$ cat config.mk
export PLATFORM = sky130hd
export DESIGN_NAME = aes_key_sched
export DESIGN_NICKNAME = d
export VERILOG_FILES = /design/src/design/aes_pkg.sv /design/src/design/aes_key_sched.sv
export SDC_FILE = /design/constraint.sdc
export NUM_CORES = 2
export LEC_CHECK = 0
export BUFFER_PORTS_ARGS = -buffer_cell sky130_fd_sc_hd__buf_4
export CORE_MARGIN = 4
export CORE_UTILIZATION = 63
export CTS_CLUSTER_DIAMETER = 150
export DETAILED_ROUTE_END_ITERATION = 16
export GPL_TIMING_DRIVEN = 0
export PLACE_DENSITY = 0.81
export SLEW_MARGIN = 5
export SYNTH_ARGS = -nofsm -noshare
export SYNTH_HDL_FRONTEND = slang
export SYNTH_SLANG_ARGS = --single-unit
$ cat constraint.sdc
create_clock -name clk -period 5.4 [get_ports clk]
set_input_delay 0.81 -clock clk [delete_from_list [all_inputs] [get_ports clk]]
set_output_delay 0.81 -clock clk [all_outputs]
set_load 0.02 [all_outputs]
$ cat src/design/aes_pkg.sv
// aes_pkg: types, tables and round functions for the aes-128 block cipher
// no dependencies; used by every module of the block
package aes_pkg;

  localparam int NumRoundsDefault = 10;
  localparam int KeyRegs = 2;

  typedef struct packed {
    logic        func;
    logic [63:0] block_high;
    logic [63:0] block_low;
  } aes_in_t;

  typedef struct packed {
    logic [63:0] result_high;
    logic [63:0] result_low;
  } aes_out_t;

  typedef enum logic [0:0] {
    FUNC_ENC = 1'b0,
    FUNC_DEC = 1'b1
  } aes_func_t;

  typedef enum logic [0:0] {
    REG_KEY_HIGH = 1'b0,
    REG_KEY_LOW  = 1'b1
  } aes_reg_t;

  typedef enum logic [1:0] {
    ST_IDLE,
    ST_RUN,
    ST_DONE
  } aes_state_t;

  typedef enum logic [1:0] {
    KS_IDLE,
    KS_RUN
  } aes_ks_state_t;

  localparam logic [7:0] FWD_BOX [256] = '{
    8'h63,8'h7c,8'h77,8'h7b,8'hf2,8'h6b,8'h6f,8'hc5,8'h30,8'h01,8'h67,8'h2b,8'hfe,8'hd7,8'hab,8'h76,
    8'hca,8'h82,8'hc9,8'h7d,8'hfa,8'h59,8'h47,8'hf0,8'had,8'hd4,8'ha2,8'haf,8'h9c,8'ha4,8'h72,8'hc0,
    8'hb7,8'hfd,8'h93,8'h26,8'h36,8'h3f,8'hf7,8'hcc,8'h34,8'ha5,8'he5,8'hf1,8'h71,8'hd8,8'h31,8'h15,
    8'h04,8'hc7,8'h23,8'hc3,8'h18,8'h96,8'h05,8'h9a,8'h07,8'h12,8'h80,8'he2,8'heb,8'h27,8'hb2,8'h75,
    8'h09,8'h83,8'h2c,8'h1a,8'h1b,8'h6e,8'h5a,8'ha0,8'h52,8'h3b,8'hd6,8'hb3,8'h29,8'he3,8'h2f,8'h84,
    8'h53,8'hd1,8'h00,8'hed,8'h20,8'hfc,8'hb1,8'h5b,8'h6a,8'hcb,8'hbe,8'h39,8'h4a,8'h4c,8'h58,8'hcf,
    8'hd0,8'hef,8'haa,8'hfb,8'h43,8'h4d,8'h33,8'h85,8'h45,8'hf9,8'h02,8'h7f,8'h50,8'h3c,8'h9f,8'ha8,
    8'h51,8'ha3,8'h40,8'h8f,8'h92,8'h9d,8'h38,8'hf5,8'hbc,8'hb6,8'hda,8'h21,8'h10,8'hff,8'hf3,8'hd2,
    8'hcd,8'h0c,8'h13,8'hec,8'h5f,8'h97,8'h44,8'h17,8'hc4,8'ha7,8'h7e,8'h3d,8'h64,8'h5d,8'h19,8'h73,
    8'h60,8'h81,8'h4f,8'hdc,8'h22,8'h2a,8'h90,8'h88,8'h46,8'hee,8'hb8,8'h14,8'hde,8'h5e,8'h0b,8'hdb,
    8'he0,8'h32,8'h3a,8'h0a,8'h49,8'h06,8'h24,8'h5c,8'hc2,8'hd3,8'hac,8'h62,8'h91,8'h95,8'he4,8'h79,
    8'he7,8'hc8,8'h37,8'h6d,8'h8d,8'hd5,8'h4e,8'ha9,8'h6c,8'h56,8'hf4,8'hea,8'h65,8'h7a,8'hae,8'h08,
    8'hba,8'h78,8'h25,8'h2e,8'h1c,8'ha6,8'hb4,8'hc6,8'he8,8'hdd,8'h74,8'h1f,8'h4b,8'hbd,8'h8b,8'h8a,
    8'h70,8'h3e,8'hb5,8'h66,8'h48,8'h03,8'hf6,8'h0e,8'h61,8'h35,8'h57,8'hb9,8'h86,8'hc1,8'h1d,8'h9e,
    8'he1,8'hf8,8'h98,8'h11,8'h69,8'hd9,8'h8e,8'h94,8'h9b,8'h1e,8'h87,8'he9,8'hce,8'h55,8'h28,8'hdf,
    8'h8c,8'ha1,8'h89,8'h0d,8'hbf,8'he6,8'h42,8'h68,8'h41,8'h99,8'h2d,8'h0f,8'hb0,8'h54,8'hbb,8'h16
  };

  localparam logic [7:0] INV_BOX [256] = '{
    8'h52,8'h09,8'h6a,8'hd5,8'h30,8'h36,8'ha5,8'h38,8'hbf,8'h40,8'ha3,8'h9e,8'h81,8'hf3,8'hd7,8'hfb,
    8'h7c,8'he3,8'h39,8'h82,8'h9b,8'h2f,8'hff,8'h87,8'h34,8'h8e,8'h43,8'h44,8'hc4,8'hde,8'he9,8'hcb,
    8'h54,8'h7b,8'h94,8'h32,8'ha6,8'hc2,8'h23,8'h3d,8'hee,8'h4c,8'h95,8'h0b,8'h42,8'hfa,8'hc3,8'h4e,
    8'h08,8'h2e,8'ha1,8'h66,8'h28,8'hd9,8'h24,8'hb2,8'h76,8'h5b,8'ha2,8'h49,8'h6d,8'h8b,8'hd1,8'h25,
    8'h72,8'hf8,8'hf6,8'h64,8'h86,8'h68,8'h98,8'h16,8'hd4,8'ha4,8'h5c,8'hcc,8'h5d,8'h65,8'hb6,8'h92,
    8'h6c,8'h70,8'h48,8'h50,8'hfd,8'hed,8'hb9,8'hda,8'h5e,8'h15,8'h46,8'h57,8'ha7,8'h8d,8'h9d,8'h84,
    8'h90,8'hd8,8'hab,8'h00,8'h8c,8'hbc,8'hd3,8'h0a,8'hf7,8'he4,8'h58,8'h05,8'hb8,8'hb3,8'h45,8'h06,
    8'hd0,8'h2c,8'h1e,8'h8f,8'hca,8'h3f,8'h0f,8'h02,8'hc1,8'haf,8'hbd,8'h03,8'h01,8'h13,8'h8a,8'h6b,
    8'h3a,8'h91,8'h11,8'h41,8'h4f,8'h67,8'hdc,8'hea,8'h97,8'hf2,8'hcf,8'hce,8'hf0,8'hb4,8'he6,8'h73,
    8'h96,8'hac,8'h74,8'h22,8'he7,8'had,8'h35,8'h85,8'he2,8'hf9,8'h37,8'he8,8'h1c,8'h75,8'hdf,8'h6e,
    8'h47,8'hf1,8'h1a,8'h71,8'h1d,8'h29,8'hc5,8'h89,8'h6f,8'hb7,8'h62,8'h0e,8'haa,8'h18,8'hbe,8'h1b,
    8'hfc,8'h56,8'h3e,8'h4b,8'hc6,8'hd2,8'h79,8'h20,8'h9a,8'hdb,8'hc0,8'hfe,8'h78,8'hcd,8'h5a,8'hf4,
    8'h1f,8'hdd,8'ha8,8'h33,8'h88,8'h07,8'hc7,8'h31,8'hb1,8'h12,8'h10,8'h59,8'h27,8'h80,8'hec,8'h5f,
    8'h60,8'h51,8'h7f,8'ha9,8'h19,8'hb5,8'h4a,8'h0d,8'h2d,8'he5,8'h7a,8'h9f,8'h93,8'hc9,8'h9c,8'hef,
    8'ha0,8'he0,8'h3b,8'h4d,8'hae,8'h2a,8'hf5,8'hb0,8'hc8,8'heb,8'hbb,8'h3c,8'h83,8'h53,8'h99,8'h61,
    8'h17,8'h2b,8'h04,8'h7e,8'hba,8'h77,8'hd6,8'h26,8'he1,8'h69,8'h14,8'h63,8'h55,8'h21,8'h0c,8'h7d
  };

  // multiply by x in gf(2^8)
  function automatic logic [7:0] xt(input logic [7:0] x);
    xt = {x[6:0], 1'b0} ^ (x[7] ? 8'h1b : 8'h00);
  endfunction

  // byte k of a 128-bit word, byte 0 most significant
  function automatic logic [7:0] get_byte(input logic [127:0] w, input int k);
    get_byte = w[127 - 8*k -: 8];
  endfunction

  // subbytes then shiftrows
  function automatic logic [127:0] sub_shift(input logic [127:0] s);
    logic [127:0] o;
    o = '0;
    for (int c = 0; c < 4; c++) begin
      for (int r = 0; r < 4; r++) begin
        o[127 - 8*(c*4 + r) -: 8] = FWD_BOX[get_byte(s, ((c + r) % 4)*4 + r)];
      end
    end
    sub_shift = o;
  endfunction

  // inverse shiftrows then inverse subbytes
  function automatic logic [127:0] inv_sub_shift(input logic [127:0] s);
    logic [127:0] o;
    o = '0;
    for (int c = 0; c < 4; c++) begin
      for (int r = 0; r < 4; r++) begin
        o[127 - 8*(((c + r) % 4)*4 + r) -: 8] = INV_BOX[get_byte(s, c*4 + r)];
      end
    end
    inv_sub_shift = o;
  endfunction

  // forward mixcolumns
  function automatic logic [127:0] mix_fwd(input logic [127:0] s);
    logic [127:0] o;
    logic [7:0] a0, a1, a2, a3;
    o = '0;
    for (int c = 0; c < 4; c++) begin
      a0 = get_byte(s, c*4);
      a1 = get_byte(s, c*4 + 1);
      a2 = get_byte(s, c*4 + 2);
      a3 = get_byte(s, c*4 + 3);
      o[127 - 8*(c*4)     -: 8] = xt(a0) ^ xt(a1) ^ a1 ^ a2 ^ a3;
      o[127 - 8*(c*4 + 1) -: 8] = a0 ^ xt(a1) ^ xt(a2) ^ a2 ^ a3;
      o[127 - 8*(c*4 + 2) -: 8] = a0 ^ a1 ^ xt(a2) ^ xt(a3) ^ a3;
      o[127 - 8*(c*4 + 3) -: 8] = xt(a0) ^ a0 ^ a1 ^ a2 ^ xt(a3);
    end
    mix_fwd = o;
  endfunction

  // inverse mixcolumns: premultiply by (05,00,04,00) then forward mix
  function automatic logic [127:0] mix_inv(input logic [127:0] s);
    logic [127:0] p;
    logic [7:0] a0, a1, a2, a3, u, v;
    p = '0;
    for (int c = 0; c < 4; c++) begin
      a0 = get_byte(s, c*4);
      a1 = get_byte(s, c*4 + 1);
      a2 = get_byte(s, c*4 + 2);
      a3 = get_byte(s, c*4 + 3);
      u = xt(xt(a0 ^ a2));
      v = xt(xt(a1 ^ a3));
      p[127 - 8*(c*4)     -: 8] = a0 ^ u;
      p[127 - 8*(c*4 + 1) -: 8] = a1 ^ v;
      p[127 - 8*(c*4 + 2) -: 8] = a2 ^ u;
      p[127 - 8*(c*4 + 3) -: 8] = a3 ^ v;
    end
    mix_inv = mix_fwd(p);
  endfunction

  // next round key from the previous one
  function automatic logic [127:0] next_key(input logic [127:0] k, input logic [7:0] rc);
    logic [31:0] w0, w1, w2, w3, t;
    w0 = k[127:96];
    w1 = k[95:64];
    w2 = k[63:32];
    w3 = k[31:0];
    t = {FWD_BOX[w3[23:16]] ^ rc, FWD_BOX[w3[15:8]], FWD_BOX[w3[7:0]], FWD_BOX[w3[31:24]]};
    w0 = w0 ^ t;
    w1 = w1 ^ w0;
    w2 = w2 ^ w1;
    w3 = w3 ^ w2;
    next_key = {w0, w1, w2, w3};
  endfunction

endpackage

$ cat src/design/aes_key_sched.sv
// aes_key_sched: round key memory and the expansion sequencer that fills it
// depends on aes_pkg
module aes_key_sched #(
  parameter int NUM_ROUNDS = aes_pkg::NumRoundsDefault,
  parameter int AW = $clog2(NUM_ROUNDS + 1)
) (
  input  logic          clk,
  input  logic          rst,
  input  logic          start,
  input  logic [127:0]  key,
  input  logic [AW-1:0] rd_addr,
  output logic [127:0]  rd_data,
  output logic          busy
);
  import aes_pkg::*;

  logic [127:0]  mem [NUM_ROUNDS + 1];
  aes_ks_state_t state, state_next;
  logic [AW-1:0] idx;
  logic [127:0]  cur;
  logic [7:0]    rc;

  // memory: one write and one registered read per cycle
  always_ff @(posedge clk) begin
    if (state == KS_RUN) begin
      mem[idx] <= cur;
    end
    rd_data <= mem[rd_addr];
  end

  // state register
  always_ff @(posedge clk) begin
    if (rst) begin
      state <= KS_RUN;
    end else begin
      state <= state_next;
    end
  end

  // next state
  always_comb begin
    state_next = state;
    case (state)
      KS_IDLE: if (start) state_next = KS_RUN;
      KS_RUN: begin
        if (idx == AW'(NUM_ROUNDS) && !start) state_next = KS_IDLE;
      end
      default: state_next = KS_IDLE;
    endcase
  end

  // expansion registers: one round key per cycle
  always_ff @(posedge clk) begin
    if (rst) begin
      idx <= '0;
      cur <= '0;
      rc  <= 8'h01;
    end else if (start) begin
      idx <= '0;
      cur <= key;
      rc  <= 8'h01;
    end else if (state == KS_RUN) begin
      idx <= idx + 1'b1;
      cur <= next_key(cur, rc);
      rc  <= xt(rc);
    end
  end

  assign busy = (state == KS_RUN) || start;

endmodule

==> flow_summary.toml, run 1 <==
[clock_tree]
cts-root-buf = "clkbuf_16"
cts_max_level = 4
cts.path.max_buffers = 3
cts_sinks = 1677
cts_made_buffers = 148

[run_status]
error = "[ERROR GRT-0116] Global routing finished with congestion. Check the congestion regions in the DRC Viewer."
haltStage = "5_1_grt"
status = "stopped before the end"

[floorplanning]
die_x_um = 361
ioPinCount = 264
rows = 129
die_h_um = 361
start_util_pct = 63.5

[grt]
globalRouteOverflowTotal = 824
grt_max_degree = 47
grtUsageTotal_pct = 81.4
grt_pass1_wl_um = 728000
grt_pass1_vias = 76500

[yosys]
synth.net_count = 5546
synth_top_area_share_pct = 53.7
synthArstFlopShare_pct = 0
synth_seq_cells = 1677
yosysUniqueCellTypes = 103
synth_edf_count = 1408
synth_ff_type = "edfxtp_1"
seq_area_frac_synth_pct = 60.6
yosys.area.top_type = "edfxtp_1"
yosys-top-cells-area = "edfxtp_1 (54%), mux4_2 (12%), dfxtp_1 (6.8%)"
synth-simple-area-share_pct = 7.32
synth_top_family_by_area = "multiplexers"
yosys_warnings = 0
synthMuxAreaShare_pct = 15.2
synth_compound_area_share_pct = 9.97
avgSynthCellArea_um2 = 14.7
synth_xor_area_share_pct = 2.58
synth_area_um2 = 78700
synthCells = 5347
yosys.area_share.adder_pct = 1.06

[place]
finalWeightedCongestion = 1.11
io_buffers = 258
hpwl_um = 258000
post_dp_cell_area_um2 = 83500
per-layer routing:
layer	track usage (%)	GRT overflow
met4	73.3	272
met5	53.3	13
met3	73.3	113
met2	92.8	318
met1	82.8	108
metrics by stage:
| stage | instances | setup slack, ns |
|---|---|---|
| floorplan | 5347 | 0.813 |
| global placement | 7242 | -3.22 |
| detailed placement | 7275 | -1.15 |
| CTS | 7559 | 0.00956 |
synthesized netlist by cell type (20+ instances only):
master     number
nand3_1        71
clkbuf_1      221
mux2_2        148
a2111oi_0      25
and2_1         57
or3_1          25
mux2i_1        50
buf_6          27
o21ai_0       172
nor2_1        272
dfxtp_1       269
o31ai_1        28
mux4_2        435
o211ai_1       36
ha_1           64
a211oi_1      109
xnor2_1       125
nor3_1         97
xor2_1         73
buf_1          61
a311oi_1       53
o32ai_1        20
a311o_1        23
o311ai_0       29
nor2b_1        90
edfxtp_1     1408
nor3b_1        30
and3_1         26
nand2_1       216
a221oi_1       27
buf_4          42
a21o_1         28
inv_1          65
o21ai_1        20
a31oi_1        49
nand2b_1      100
a21oi_1       202
o221ai_1       21
buf_2         114
a211o_1        20
nand3b_1       21
repair_timing:
| action | in CTS |
|---|---|
| hold endpoints to repair | 0 |
| gates resized for setup | 47 |
| hold buffers | 0 |
| endpoints found under the setup margin | 107 |
| pin swaps | 3 |
| cloned | 0 |
| setup buffers | 6 |
logic make-up after synthesis:
group / Yosys count
adders and majority gates: 67
muxes: 634
and+or+nand+nor: 1122
buffers and inverters: 548
xor gates and xnor gates: 211
AOI/OAI and AO/OA: 1088
DFF: 1677
==> run 2, diff against run 1 <==
CORE_UTILIZATION = 40   (was 63)
CTS_CLUSTER_DIAMETER = unset   (was 150)
PLACE_DENSITY = unset   (was 0.81)
PLACE_DENSITY_LB_ADDON = 0.15   (was unset)
==> run 2 against run 1 <==
  * The flow now finishes, with violations (negative setup slack)
  * Synthesized area did not move
  * Synthesized cell count did not move
==> flow_summary.toml, run 2 <==
[setup_path]
path_class = "register to register"
crit_required_ns = 6.03
crit_arrival_ns = 6.19
cp_max_fo = 24
end_kind = "register"
cp-start-kind = "register"

[sta]
fin_ws_ns = -0.159
hold_viol = 0
setup_viol = 3
rsz0062_at_grt = "no"
worst_pin_slew_ns = 1.36
post-route-period-util_pct = 103
slew_viol_final = 0
fin_hold_ws_ns = 0.196
finClkSkew_ns = 0.0979
fmaxAchievable_ghz = 0.180
max_slew_margin_pct = 9.39
period_needed_ns = 5.56

[yosys]
synth_top_family_by_area = "multiplexers"
yosys.area_share.adder_pct = 1.06
yosys_warnings = 0
synthMuxAreaShare_pct = 15.2
synth_area_um2 = 78700
synthCells = 5347
yosysUniqueCellTypes = 103
yosys-top-cells-area = "edfxtp_1 (54%), mux4_2 (12%), dfxtp_1 (6.8%)"
avgSynthCellArea_um2 = 14.7
synth_commonest_cells = "edfxtp_1 (1,408), mux4_2 (435), nor2_1 (272), dfxtp_1 (269), clkbuf_1 (221)"
yosys.area.top_type = "edfxtp_1"
synth_top_area_share_pct = 53.7
synth.net_count = 5546
synth-simple-area-share_pct = 7.32
synth_seq_cells = 1677
synth_edf_count = 1408
synth_xor_area_share_pct = 2.58
synth_most_common_cell = "edfxtp_1"
synth_ff_type = "edfxtp_1"
synth_compound_area_share_pct = 9.97
seq_area_frac_synth_pct = 60.6
synthArstFlopShare_pct = 0

[route]
dr_wl_met3_um = 28000
avgViaCountPerCell = 6.48
wl_per_cell_um = 40.8
dr.first_iter.drc_count = 7652
drtPass1Iterations = 9
ant_nets = 0
highest_layer = "met5"
wirelength_um = 352000
via_count = 55900
wl_met1_um = 142000
wl_met2_um = 158000
drc_errors = 0

[cells_and_area]
top_register = "mem"
area_delta_synth_final_pct = 16.0
layout_commonest_cell = "edfxtp_1"
fin_cells = 8623
final_nets = 6033
final_cell_mix = "edfxtp_1 (1,408), mux4_2 (435), buf_4 (315)"
largest_reg_flops = 1408
reg.largest.list = "mem: 1408 flops, cur: 128 flops, rd_data: 128 flops"
layout-drive-gt1-share_pct = 25.0

[grt]
grt_pass1_wl_um = 475000
grtUsageTotal_pct = 33.9
globalRouteOverflowTotal = 0
grt_max_degree = 44
antenna_found_initial = 30
grt_pass1_vias = 54500

[clock_tree]
cts.path.max_buffers = 3
cts_tree = "built"
cts-root-buf = "clkbuf_16"
cts_max_level = 4
clk_latency_ns = 0.87
path_clk_slew_ns = 0.07
cts_sinks = 1677
cts_made_buffers = 172
holdBufCountCts = 0

[run_status]
violations = "negative setup slack"
status = "finished, violations left"

[place]
hpwl_um = 246000
finalWeightedCongestion = 1.05
place_inst = 8272
io_buffers = 258

[floorplanning]
start_util_pct = 40.3
die-area_um2 = 204000
rows = 162
ioPinCount = 264
die_h_um = 451
core-area_um2 = 195000
die_x_um = 451

[power]
leakage_nw = 30.9
power_density_nw_per_um2 = 626
vdd_ir_drop_max_v = 0.000344

[hold_path]
hp-class = "primary input to register"

[run]
cap_violations = 0
## run 2: cell counts after synthesis
No cell type changed its count.
## run 2: layer usage
layer  global-route usage (%)  vias up
met5                        0        -
met4                     18.9        8
met3                     6.64      829
met2                     51.8     3253
met1                     45.6    29500
li1                         -    22300
## run 2: area by class of cell
class / instances / area (um2)
Fill cell: 17200 / 104000
Tap cell: 2624 / 3280
Clock inverter: 69 / 795
Multi-Input combinational cell: 3122 / 28700
Buffer: 464 / 2310
Clock buffer: 251 / 4900
Inverter: 83 / 324
Sequential cell: 1677 / 47700
Timing Repair Buffer: 314 / 3120
Antenna cell: 19 / 47.5
## run 2: where the power goes
group	internal [W]	switching, W
logic	0.00859	0.0175
clock network	0.00679	0.00511
registers	0.0165	0.00272
## run 2: critical path, cell delays in order, from the launching register on
cell	delay, ns
dfxtp_4	0.46
buf_4	0.27
clkinvlp_4	0.20
buf_4	0.16
buf_4	0.18
ha_1	0.53
nand2b_1	0.43
and3_1	0.32
o31ai_1	0.47
o21ai_0	0.16
mux4_2	0.63
xnor2_2	0.34
mux2i_2	0.44
xnor2_1	0.27
a211oi_1	0.48
## run 2: path summary, 6_finish.rpt
path	cells past startpoint	startpoint	slack (ns)	to
worst min-delay path	2	key[113]	0.20	cur[113]
worst min register to register	2	rc[4]	0.52	rc[4]
worst max register to register	14	cur[9]	-0.16	cur[20]
worst max-delay path	14	cur[9]	-0.16	cur[20]
## run 2: logic make-up after synthesis
kind of cell,Yosys count
adders and majority gates,67
and+or+nand+nor,1122
DFF,1677
muxes,634
xor gates and xnor gates,211
buffers and inverters,548
AOI/OAI and AO/OA,1088
## run 2: metrics by stage
step | worst slack (ns) | utilization [%] | TNS, ns | area (um2) | total power [W]
floorplan | 0.813 | - | 0 | 78700 | 0.0322
global placement | -5.22 | 43.0 | -6721.48 | 83900 | 0.0441
detailed placement | -2.06 | 43.6 | -76.12 | 85000 | 0.0436
CTS | 0.00257 | 46.6 | 0 | 91000 | 0.0560
global route | 0.00636 | 46.7 | 0 | 91200 | 0.0584
finish | -0.159 | 46.7 | -0.251 | 91200 | 0.0571
## run 2: repair_timing
item / in CTS / in global routing
gates resized for setup: 59 / 30
setup buffers: 9 / 4
pin swaps: 4 / 2
setup endpoints to repair: 116 / 16
(Power assumes the default switching activity.)
